### config.mk
export PLATFORM = sky130hd
export DESIGN_NAME = peak_normalizing_gain_six_axis
export DESIGN_NICKNAME = d
export VERILOG_FILES = /design/src/rtl/pngsa_pkg.sv /design/src/rtl/pngsa_div.sv /design/src/rtl/pngsa_scale.sv /design/src/rtl/peak_normalizing_gain_six_axis.sv
export SDC_FILE = /design/constraint.sdc
export NUM_CORES = 2
export LEC_CHECK = 0
export BUFFER_PORTS_ARGS = -buffer_cell sky130_fd_sc_hd__buf_4
export CORE_ASPECT_RATIO = 0.9
export CORE_MARGIN = 1.5
export CORE_UTILIZATION = 42
export DETAILED_ROUTE_END_ITERATION = 6
export SLEW_MARGIN = 20
export SYNTH_ARGS = -nofsm -noshare
export SYNTH_HDL_FRONTEND = slang
export SYNTH_SLANG_ARGS = --single-unit
### constraint.sdc
create_clock -name clk -period 8.8 [get_ports clk]
set_input_delay 0.88 -clock clk [delete_from_list [all_inputs] [get_ports clk]]
set_output_delay 0.88 -clock clk [all_outputs]
set_load 0.05 [all_outputs]
### src/rtl/pngsa_pkg.sv
package pngsa_pkg;

	localparam int NUM_AXES = 6;
	localparam int AXIS_W = 3;
	localparam int DATA_W = 16;
	localparam int GAIN_W = 32;
	localparam int PROD_W = GAIN_W + DATA_W;
	localparam int FRAME_W = 5;

	localparam int WARMUP_FRAMES_DEF = 30;
	localparam int AXES_PER_GROUP_DEF = 3;

	// 1.0 in Q4.12.
	localparam logic signed [DATA_W-1:0] FACTOR_RESET = 16'sd4096;

	typedef struct packed {
		logic busy;
		logic done;
	} div_stat_t;

endpackage

### src/rtl/pngsa_div.sv
module pngsa_div
	import pngsa_pkg::*;
(
	input  logic                     clk,
	input  logic                     arst_n,
	input  logic                     start,
	input  logic signed [DATA_W-1:0] factor,
	input  logic        [DATA_W-1:0] divisor,
	output div_stat_t                stat,
	output logic signed [GAIN_W-1:0] quot
);

	localparam int CNT_W = $clog2(GAIN_W);

	logic              busy_q;
	logic              done_q;
	logic [CNT_W-1:0]  cnt_q;
	logic [GAIN_W-1:0] num_q;
	logic [DATA_W-1:0] rem_q;
	logic [DATA_W-1:0] den_q;
	logic              neg_q;

	logic [DATA_W-1:0] mag;
	logic [DATA_W:0]   rem_sh;
	logic [DATA_W:0]   rem_nx;
	logic              ge;

	// The magnitude of the most negative factor is 0x8000, which still fits unsigned.
	assign mag = factor[DATA_W-1] ? DATA_W'(-factor) : DATA_W'(factor);

	always_comb begin
		rem_sh = {rem_q, num_q[GAIN_W-1]};
		ge = rem_sh >= {1'b0, den_q};
		rem_nx = ge ? rem_sh - {1'b0, den_q} : rem_sh;
	end

	// Restoring division, one quotient bit per cycle; the quotient shifts into num_q.
	always_ff @(posedge clk or negedge arst_n) begin
		if (!arst_n) begin
			busy_q <= 1'b0;
			done_q <= 1'b0;
			cnt_q <= '0;
			num_q <= '0;
			rem_q <= '0;
			den_q <= '0;
			neg_q <= 1'b0;
		end else begin
			done_q <= 1'b0;
			if (start && !busy_q) begin
				busy_q <= 1'b1;
				cnt_q <= '0;
				num_q <= {mag, {(GAIN_W-DATA_W){1'b0}}};
				rem_q <= '0;
				den_q <= divisor;
				neg_q <= factor[DATA_W-1];
			end else if (busy_q) begin
				rem_q <= rem_nx[DATA_W-1:0];
				num_q <= {num_q[GAIN_W-2:0], ge};
				cnt_q <= cnt_q + 1'b1;
				if (cnt_q == CNT_W'(GAIN_W-1)) begin
					busy_q <= 1'b0;
					done_q <= 1'b1;
				end
			end
		end
	end

	assign stat.busy = busy_q;
	assign stat.done = done_q;
	assign quot = neg_q ? $signed(-num_q) : $signed(num_q);

endmodule

### src/rtl/pngsa_scale.sv
module pngsa_scale
	import pngsa_pkg::*;
(
	input  logic                     clk,
	input  logic                     arst_n,
	input  logic                     start,
	input  logic signed [GAIN_W-1:0] gain,
	input  logic signed [DATA_W-1:0] sample,
	output logic                     res_valid,
	output logic signed [DATA_W-1:0] res
);

	logic                     vld_s1;
	logic signed [PROD_W-1:0] prod_s1;
	logic                     vld_s2;
	logic signed [DATA_W-1:0] res_s2;

	logic signed [GAIN_W-1:0] shifted;

	// Dropping the low 16 bits of a two's complement product rounds toward minus infinity.
	assign shifted = prod_s1[PROD_W-1:DATA_W];

	always_ff @(posedge clk or negedge arst_n) begin
		if (!arst_n) begin
			vld_s1 <= 1'b0;
			vld_s2 <= 1'b0;
			prod_s1 <= '0;
			res_s2 <= '0;
		end else begin
			vld_s1 <= start;
			vld_s2 <= vld_s1;
			if (start) begin
				prod_s1 <= PROD_W'(gain) * PROD_W'(sample);
			end
			if (vld_s1) begin
				if (shifted > 32'sd32767) begin
					res_s2 <= 16'sh7fff;
				end else if (shifted < -32'sd32768) begin
					res_s2 <= 16'sh8000;
				end else begin
					res_s2 <= shifted[DATA_W-1:0];
				end
			end
		end
	end

	assign res_valid = vld_s2;
	assign res = res_s2;

endmodule

### src/rtl/peak_normalizing_gain_six_axis.sv
// Six-axis peak-tracking gain normalizer. Each item carries one head-pose sample (three
// positions, three rotations, signed Q4.12) and yields one item of scaled Q4.12 outputs.
// Axes are handled one after another by a single one-bit-per-cycle divider and one
// 32x16 multiplier: an axis without a new peak goes through the check, multiply and wait
// steps, and an axis with a new peak also runs the divider for all 32 quotient bits of
// its new gain. in_ready stays low while an item is being worked on. A finished item
// waits in the output register, and the next item may be accepted while it does.
module peak_normalizing_gain_six_axis
	import pngsa_pkg::*;
#(
	parameter int WARMUP_FRAMES = WARMUP_FRAMES_DEF,
	parameter int AXES_PER_GROUP = AXES_PER_GROUP_DEF
) (
	input  logic                     clk,
	input  logic                     arst_n,
	input  logic                     cfg_we,
	input  logic        [AXIS_W-1:0] cfg_index,
	input  logic        [DATA_W-1:0] cfg_data,
	input  logic                     in_valid,
	output logic                     in_ready,
	input  logic signed [DATA_W-1:0] pos_x,
	input  logic signed [DATA_W-1:0] pos_y,
	input  logic signed [DATA_W-1:0] pos_z,
	input  logic signed [DATA_W-1:0] rot_yaw,
	input  logic signed [DATA_W-1:0] rot_pitch,
	input  logic signed [DATA_W-1:0] rot_roll,
	output logic                     out_valid,
	input  logic                     out_ready,
	output logic signed [DATA_W-1:0] out_x,
	output logic signed [DATA_W-1:0] out_y,
	output logic signed [DATA_W-1:0] out_z,
	output logic signed [DATA_W-1:0] out_yaw,
	output logic signed [DATA_W-1:0] out_pitch,
	output logic signed [DATA_W-1:0] out_roll
);

	localparam logic [FRAME_W-1:0] WARM_LIM = FRAME_W'(WARMUP_FRAMES);
	localparam logic [AXIS_W-1:0] GROUP_N = AXIS_W'(AXES_PER_GROUP);
	localparam logic [AXIS_W-1:0] LAST_AXIS = AXIS_W'(NUM_AXES-1);

	typedef enum logic [2:0] {
		ST_IDLE,
		ST_CHECK,
		ST_DIV,
		ST_MUL,
		ST_WAIT,
		ST_DONE
	} state_t;

	state_t                   state_q;
	logic        [AXIS_W-1:0] axis_q;
	logic                     warm_q;
	logic       [FRAME_W-1:0] frame_q;
	logic                     div_start_q;
	logic                     scl_start_q;
	logic                     out_valid_q;
	logic signed [DATA_W-1:0] factor_q [NUM_AXES];
	logic        [DATA_W-1:0] peak_q   [NUM_AXES];
	logic signed [GAIN_W-1:0] gain_q   [NUM_AXES];
	logic signed [DATA_W-1:0] sample_q [NUM_AXES];
	logic signed [DATA_W-1:0] res_q    [NUM_AXES];
	logic signed [DATA_W-1:0] out_q    [NUM_AXES];

	div_stat_t                div_stat;
	logic signed [GAIN_W-1:0] div_quot;
	logic                     scl_valid;
	logic signed [DATA_W-1:0] scl_res;

	logic signed [DATA_W-1:0] cur_s;
	logic        [DATA_W-1:0] cur_m;
	logic                     take;

	always_comb begin
		cur_s = sample_q[axis_q];
		cur_m = cur_s[DATA_W-1] ? DATA_W'(-cur_s) : DATA_W'(cur_s);
		// Position axes follow any nonzero magnitude during warm-up.
		take = (cur_m > peak_q[axis_q]) ||
			((axis_q < GROUP_N) && warm_q && (cur_m != '0));
	end

	pngsa_div u_div (
		.clk     (clk),
		.arst_n  (arst_n),
		.start   (div_start_q),
		.factor  (factor_q[axis_q]),
		.divisor (peak_q[axis_q]),
		.stat    (div_stat),
		.quot    (div_quot)
	);

	pngsa_scale u_scale (
		.clk       (clk),
		.arst_n    (arst_n),
		.start     (scl_start_q),
		.gain      (gain_q[axis_q]),
		.sample    (sample_q[axis_q]),
		.res_valid (scl_valid),
		.res       (scl_res)
	);

	always_ff @(posedge clk or negedge arst_n) begin
		if (!arst_n) begin
			state_q <= ST_IDLE;
			axis_q <= '0;
			warm_q <= 1'b0;
			frame_q <= '0;
			div_start_q <= 1'b0;
			scl_start_q <= 1'b0;
			out_valid_q <= 1'b0;
			for (int i = 0; i < NUM_AXES; i++) begin
				factor_q[i] <= FACTOR_RESET;
				peak_q[i] <= '0;
				gain_q[i] <= '0;
				sample_q[i] <= '0;
				res_q[i] <= '0;
				out_q[i] <= '0;
			end
		end else begin
			div_start_q <= 1'b0;
			scl_start_q <= 1'b0;
			if (cfg_we && (cfg_index < LAST_AXIS + 1'b1)) begin
				factor_q[cfg_index] <= cfg_data;
			end
			if (out_valid_q && out_ready) begin
				out_valid_q <= 1'b0;
			end
			case (state_q)
				ST_IDLE: begin
					if (in_valid) begin
						sample_q[0] <= pos_x;
						sample_q[1] <= pos_y;
						sample_q[2] <= pos_z;
						sample_q[3] <= rot_yaw;
						sample_q[4] <= rot_pitch;
						sample_q[5] <= rot_roll;
						warm_q <= frame_q < WARM_LIM;
						if (frame_q < WARM_LIM) begin
							frame_q <= frame_q + 1'b1;
						end
						axis_q <= '0;
						state_q <= ST_CHECK;
					end
				end
				ST_CHECK: begin
					if (take) begin
						peak_q[axis_q] <= cur_m;
						div_start_q <= 1'b1;
						state_q <= ST_DIV;
					end else begin
						state_q <= ST_MUL;
					end
				end
				ST_DIV: begin
					if (div_stat.done) begin
						gain_q[axis_q] <= div_quot;
						state_q <= ST_MUL;
					end
				end
				ST_MUL: begin
					scl_start_q <= 1'b1;
					state_q <= ST_WAIT;
				end
				ST_WAIT: begin
					if (scl_valid) begin
						res_q[axis_q] <= scl_res;
						if (axis_q == LAST_AXIS) begin
							state_q <= ST_DONE;
						end else begin
							axis_q <= axis_q + 1'b1;
							state_q <= ST_CHECK;
						end
					end
				end
				ST_DONE: begin
					// Hand over once the output register is free or being emptied.
					if (!out_valid_q || out_ready) begin
						for (int i = 0; i < NUM_AXES; i++) begin
							out_q[i] <= res_q[i];
						end
						out_valid_q <= 1'b1;
						state_q <= ST_IDLE;
					end
				end
				default: begin
					state_q <= ST_IDLE;
				end
			endcase
		end
	end

	assign in_ready = (state_q == ST_IDLE);
	assign out_valid = out_valid_q;
	assign out_x = out_q[0];
	assign out_y = out_q[1];
	assign out_z = out_q[2];
	assign out_yaw = out_q[3];
	assign out_pitch = out_q[4];
	assign out_roll = out_q[5];

	a_div_start_state: assert property (@(posedge clk) disable iff (!arst_n)
		div_start_q |-> (state_q == ST_DIV && !div_stat.busy))
		else $error("divider started outside of a division step");

	a_idle_div_quiet: assert property (@(posedge clk) disable iff (!arst_n)
		in_ready |-> !div_stat.busy)
		else $error("divider busy while a new item can be accepted");

	a_scale_in_wait: assert property (@(posedge clk) disable iff (!arst_n)
		scl_valid |-> (state_q == ST_WAIT))
		else $error("scaled result arrived outside of the wait step");

	a_handover: assert property (@(posedge clk) disable iff (!arst_n)
		(state_q == ST_DONE && (!out_valid_q || out_ready)) |=>
		(out_valid_q && state_q == ST_IDLE))
		else $error("finished item not moved to the output register");

endmodule
[After elaboration in Yosys (flattened, before gate mapping)]
Cells that the tools add are included.
Cells by class
  add/subtract/negate cells: 7
  multipliers: 1
  magnitude comparators: 11
  equal/unequal tests: 12
  mux-type cells: 57
  bitwise gates (word level): 2
  reduce and logical (&&, ||, !) cells: 23
Operators with widths (number)
  bitwise mux 96 bit: 3
  two-way mux 16 bit: 15
  bitwise mux 192 bit: 1
  two-way mux 32 bit: 6
  binary-select mux 16 bit (select 3 bit): 3
  binary-select mux 32 bit (select 3 bit): 1
  demux 16 bit (select 3 bit): 2
  demux 32 bit (select 3 bit): 1
  multiplier 32 x 16 -> 48 bit: 1
  greater-than comparator 32 x 16 -> 1 bit (second input constant): 1
  < comparator 32 x 16 -> 1 bit (second input constant): 1
  negation 16 bit: 2
  negation 32 bit: 1
  two-way mux 3 bit: 8
  one-hot mux 3 bit (6 select lines): 1
  >= comparator 17 x 16 -> 1 bit: 1
  greater-than comparator 16 bit: 1
  nonzero test 16 bit: 1
  subtractor 16 bit: 1
  two-way mux 1 bit: 13
  adder 5 x 1 -> 5 bit (second input constant): 2
  two-way mux 5 bit: 2
  AND reduction 2 bit: 5
  == test 3 bit (second input constant): 3
  other kinds (20): 37
Word-level totals
  register bits after elaboration: 825
  output and inout bits: 98

[Depth between registers and ports, before layout]
  word-level depth: 11
  mapped depth: 38
  mapped depth without buffers: 29

[Cells and area by module]
From an unflattened synthesis, not the netlist that was laid out.
Unflattened totals
  cells, all modules: 4818
  area, all modules: 54415.9 um^2
By module, submodules not included
  peak_normalizing_gain_six_axis: times used 1, cells an instance 2101, area an instance 29991.3 um^2, seq. area each 17199.0 um^2
  pngsa_scale: times used 1, cells an instance 2170, area an instance 19608.8 um^2, seq. area each 1251.2 um^2
  pngsa_div: times used 1, cells an instance 547, area an instance 4815.9 um^2, seq. area each 1801.7 um^2

[Worst setup path after synthesis]
Ideal clock, no wire load.
  path type: reg2reg
  start point: register axis_q[0]
  end point: register u_scale.prod_s1[36]
  setup time: 125 ps
  arrival time: 8958 ps
  data required time: 8675 ps
  setup slack: -283 ps
  stages on the path, launching flop included: 36
  path buffers: 10
  cell sequence: dfrtp_1 -> buf_4 -> buf_6 -> buf_4 -> buf_4 -> buf_4 -> buf_2 -> buf_2 -> buf_2 -> buf_2 -> buf_1 -> mux2i_1 -> o22ai_1 -> nand2_1 -> fa_1 -> inv_1 -> fa_1 -> inv_1 -> fa_1 -> inv_1 -> fa_1 -> fa_1 -> inv_1 -> fa_1 -> inv_1 -> ha_1 -> and4_1 -> and3_1 -> a311oi_1 -> a21oi_1 -> o22ai_1 -> o21ai_1 -> a21boi_0 -> o31ai_1 -> xor2_1 -> mux2_2
Between the ends
  word-level cells in the longest chain between the ends: 5
  elaborated cells on any way between the ends: 8
  those cells by class: mul (1); mux (6); bitwise (1)
RTL lines
  from (decl): line peak_normalizing_gain_six_axis.sv:51  | logic [AXIS_W-1:0] axis_q;
  from (signal assigned): line peak_normalizing_gain_six_axis.sv:169  | axis_q <= axis_q + 1'b1;
  NOT 3 -> 4 bit (not written as such) (*): line peak_normalizing_gain_six_axis.sv:95, peak_normalizing_gain_six_axis.sv:96
  binary-select mux 32 bit (select 3 bit) or binary-select mux 16 bit (select 3 bit) (tied branches): line peak_normalizing_gain_six_axis.sv:95, peak_normalizing_gain_six_axis.sv:96
  two-way mux 32 bit (not written as such) or two-way mux 16 bit (tied branches) (2 in a row): line peak_normalizing_gain_six_axis.sv:95, peak_normalizing_gain_six_axis.sv:96
  multiplier 32 x 16 -> 48 bit (*): line pngsa_scale.sv:33  | prod_s1 <= PROD_W'(gain) * PROD_W'(sample);
  to (signal assigned): line pngsa_scale.sv:33
  to (decl): line pngsa_scale.sv:14  | logic signed [PROD_W-1:0] prod_s1;
Every way passes the cells marked *; elsewhere a longest branch is shown, timed or not. The select of a mux whose other input is x is not followed.
A chain may end at the register's enable or synchronous reset.

[Worst setup path after layout]
  start point: register axis_q[0]
  end point: register u_scale.prod_s1[47]
Same word-level chain as after synthesis.

==> results.toml <==
[route]
viasPerCell = 5.43
dr.pass1.iters = 6
wl_um = 153000
drt-initial-drc-count = 3617
dr_total_vias = 40000
remaining_drc_errors = 0
ant_nets = 0
wl_per_cell_um = 20.8

[timing]
maxSlewHeadroom = 0.179
setup_tns_ps = 0
finalClockSkew_ps = 70.8
slew_violations = 0
clock.fmax_ghz = 0.118
hold_viol = 0
final.setup.worst_slack_ps = 341
post-route-min-period_ps = 8460
period_share = 0.961
worst_pin_slew_ps = 1230
setup_viol = 0

[power_and_ir_drop]
powerDensity_mw_per_mm2 = 282
power.leakage_uw = 0.0291
vdd_drop_max_mv = 0.173

[setup_path]
worstSetupPathType = "reg -> reg"
endpoint_kind = "flop"
cpPeakStageDelay_ps = 640
cp_common_cell = "fa_1"
arrival_ps = 9070
critical_path_required_ps = 9410
cp_slowest_cell = "dfrtp_4"
start_kind = "flop"
path_max_fanout = 34

[logic_synthesis]
syn_area_mm2 = 0.0538
synth-edff-count = 0
synth.distinct_cells = 88
synth_area_leaders = "dfrtp_1 (37%), fa_1 (18%), nand2_1 (6.9%)"
synth_top_cell_by_area = "dfrtp_1"
synth_seq_cells = 809
synth-warning-count = 0
ys.flop_type = "dfrtp_1"
async_flop_share = 1.00
synth_nets = 6159
synth_top_area_share = 0.374
syn_avg_cell_area_um2 = 9.96
synth_commonest_cells = "nand2_1 (993), dfrtp_1 (803), inv_1 (628), fa_1 (486), o21ai_0 (402)"
synth.most_common_cell = "nand2_1"
seq_area_frac_synth = 0.376
synth_cells = 5402

[clocking]
cts_buffers = 88
h-tree-depth = 3
clk_pin_slew_worst_paths_ps = 60
clock_latency_ps = 730
cts-hold-fix-buffers = 0
cts_max_path_buffers = 3
cts.sinks = 809
cts_tree = "built"
cts_root_buf = "clkbuf_16"

[final_layout]
nets = 6349
final_core_util = 0.481
drive_gt1_frac = 0.170
instances_no_fill = 7364
areaGrowthSynthToFinish_pct = 13.6
stdcell_area_mm2 = 0.0611

[die]
fp.dieW_um = 380
core_mm2 = 0.127
io_pins = 218
floorplan.initialDensity = 0.423
fp.dieH_um = 343
die_area_mm2 = 0.130
rows = 124

[global_route]
track_usage = 0.240
grt_overflow = 0
grt_pass1_wl_um = 243000
grt_max_degree = 151
grt_pass1_vias = 40700
grt_antenna_before_repair = 12

[placed_design]
dp_slack_ps = 124
gp_congestion = 0.910
dp_cells = 7198
postPlaceCellArea_mm2 = 0.0581
hpwl_um = 115000
port_buffers = 217

[flow_run]
drv_cap = 0

[min_path]
hold_class = "in -> async"

[status]
status = "complete, no violations"
[report_power, final]
part / total (uW) / switching [uW] / leakage (uW) / internal (uW)
combinational: 8370 / 5310 / 0.0169 / 3060
sequential: 5100 / 579 / 0.0107 / 4530
clock: 3780 / 1620 / 0.00145 / 2170
[cells by family (layout without fill, tap and decap cells)]
logic type                 Yosys count  in the layout  synth area share
AOI/OAI and AO/OA                  873            873             0.103
xor gates and xnor gates           101            101            0.0164
other                                0              4                 0
and+or+nand+nor                   1607           1607             0.126
adders and majority gates          637            637             0.216
muxes                              442            442            0.0946
DFF                                809            809             0.376
buffers and inverters              933           1190            0.0672
[per-stage QoR]
step | total power, uW | hold WS, ps
final | 17300 | 153
after global placement | 13300 | 456
after detailed placement | 13400 | 459
after CTS | 17200 | 177
after global routing | 18400 | 220
after floorplan | 10500 | 352
[layer usage]
metal	wire length (um)	part of all wire	vias up	global-route usage
met2	68800	0.45	1343	0.370
met4	2770	0.018	0	0.0532
met3	11400	0.074	195	0.0472
met1	70500	0.46	20400	0.351
li1	-	-	18100	-
met5	0	0	-	0
[cells in the final DEF, fill, tap and decap left out, types with 45 or more instances in the layout]
master | synthesis | layout
buf_4 | 6 | 381
clkbuf_16 | 0 | 88
inv_1 | 628 | 628
dfrtp_1 | 803 | 799
xnor2_1 | 57 | 57
o21ai_0 | 402 | 402
nand2_1 | 993 | 982
a22oi_1 | 54 | 54
nor2_1 | 319 | 316
mux2_2 | 307 | 307
a21oi_1 | 92 | 89
ha_1 | 151 | 151
nand2b_1 | 46 | 45
mux2i_1 | 97 | 96
fa_1 | 486 | 485
[area by class of cell]
type | count | area (um2)
fill | 11800 | 65900
multi-input combinational | 3660 | 30100
sequential | 809 | 20300
timing repair buffer | 403 | 3260
clock buffer | 126 | 2520
inverter | 630 | 2360
tap | 1701 | 2130
clock inverter | 31 | 454
antenna | 4 | 10.0
[what timing repair did]
action,4_1_cts,5_1_grt
resized for setup,0,9
setup endpoints to repair,0,11
buffers inserted,0,4
[worst paths after layout]
| kind | startpoint | slack [ps] | depth (start not counted) | to |
|---|---|---|---|---|
| max reg2reg | axis_q[0] | 340 | 28 | u_scale.prod_s1[47] |
| min in group clk | pos_z[13] | 340 | 3 | sample_q[61] |
| max in group asynchronous | arst_n | 6510 | 3 | peak_q[72] |
| min | arst_n | 150 | 1 | factor_q[84] |
| max | axis_q[0] | 340 | 28 | u_scale.prod_s1[47] |
| min reg2reg | res_q[10] | 470 | 2 | res_q[10] |
[state kept, by name, summed over array words and instances (netlist names), 5 cells and up]
| name | flops |
|---|---|
| res_q | 96 |
| factor_q | 96 |
| out_yaw | 16 |
| out_z | 16 |
| peak_q | 96 |
| u_scale.res | 16 |
| u_div.den_q | 16 |
| u_scale.prod_s1 | 32 |
| frame_q | 5 |
| u_div.cnt_q | 5 |
| out_roll | 16 |
| sample_q | 96 |
| out_x | 16 |
| u_div.rem_q | 16 |
| u_div.num_q | 32 |
| out_pitch | 16 |
| out_y | 16 |
| gain_q | 192 |
[critical path, delay by kind of cell, from the launching register on]
kind,cells,cell delay [ps]
DFF,1,640
muxes,1,380
AOI/OAI and AO/OA,9,1730
adders and majority gates,7,3360
buffers and inverters,7,980
and+or+nand+nor,4,1250
No activity file was read; power rests on OpenSTA's default activity.
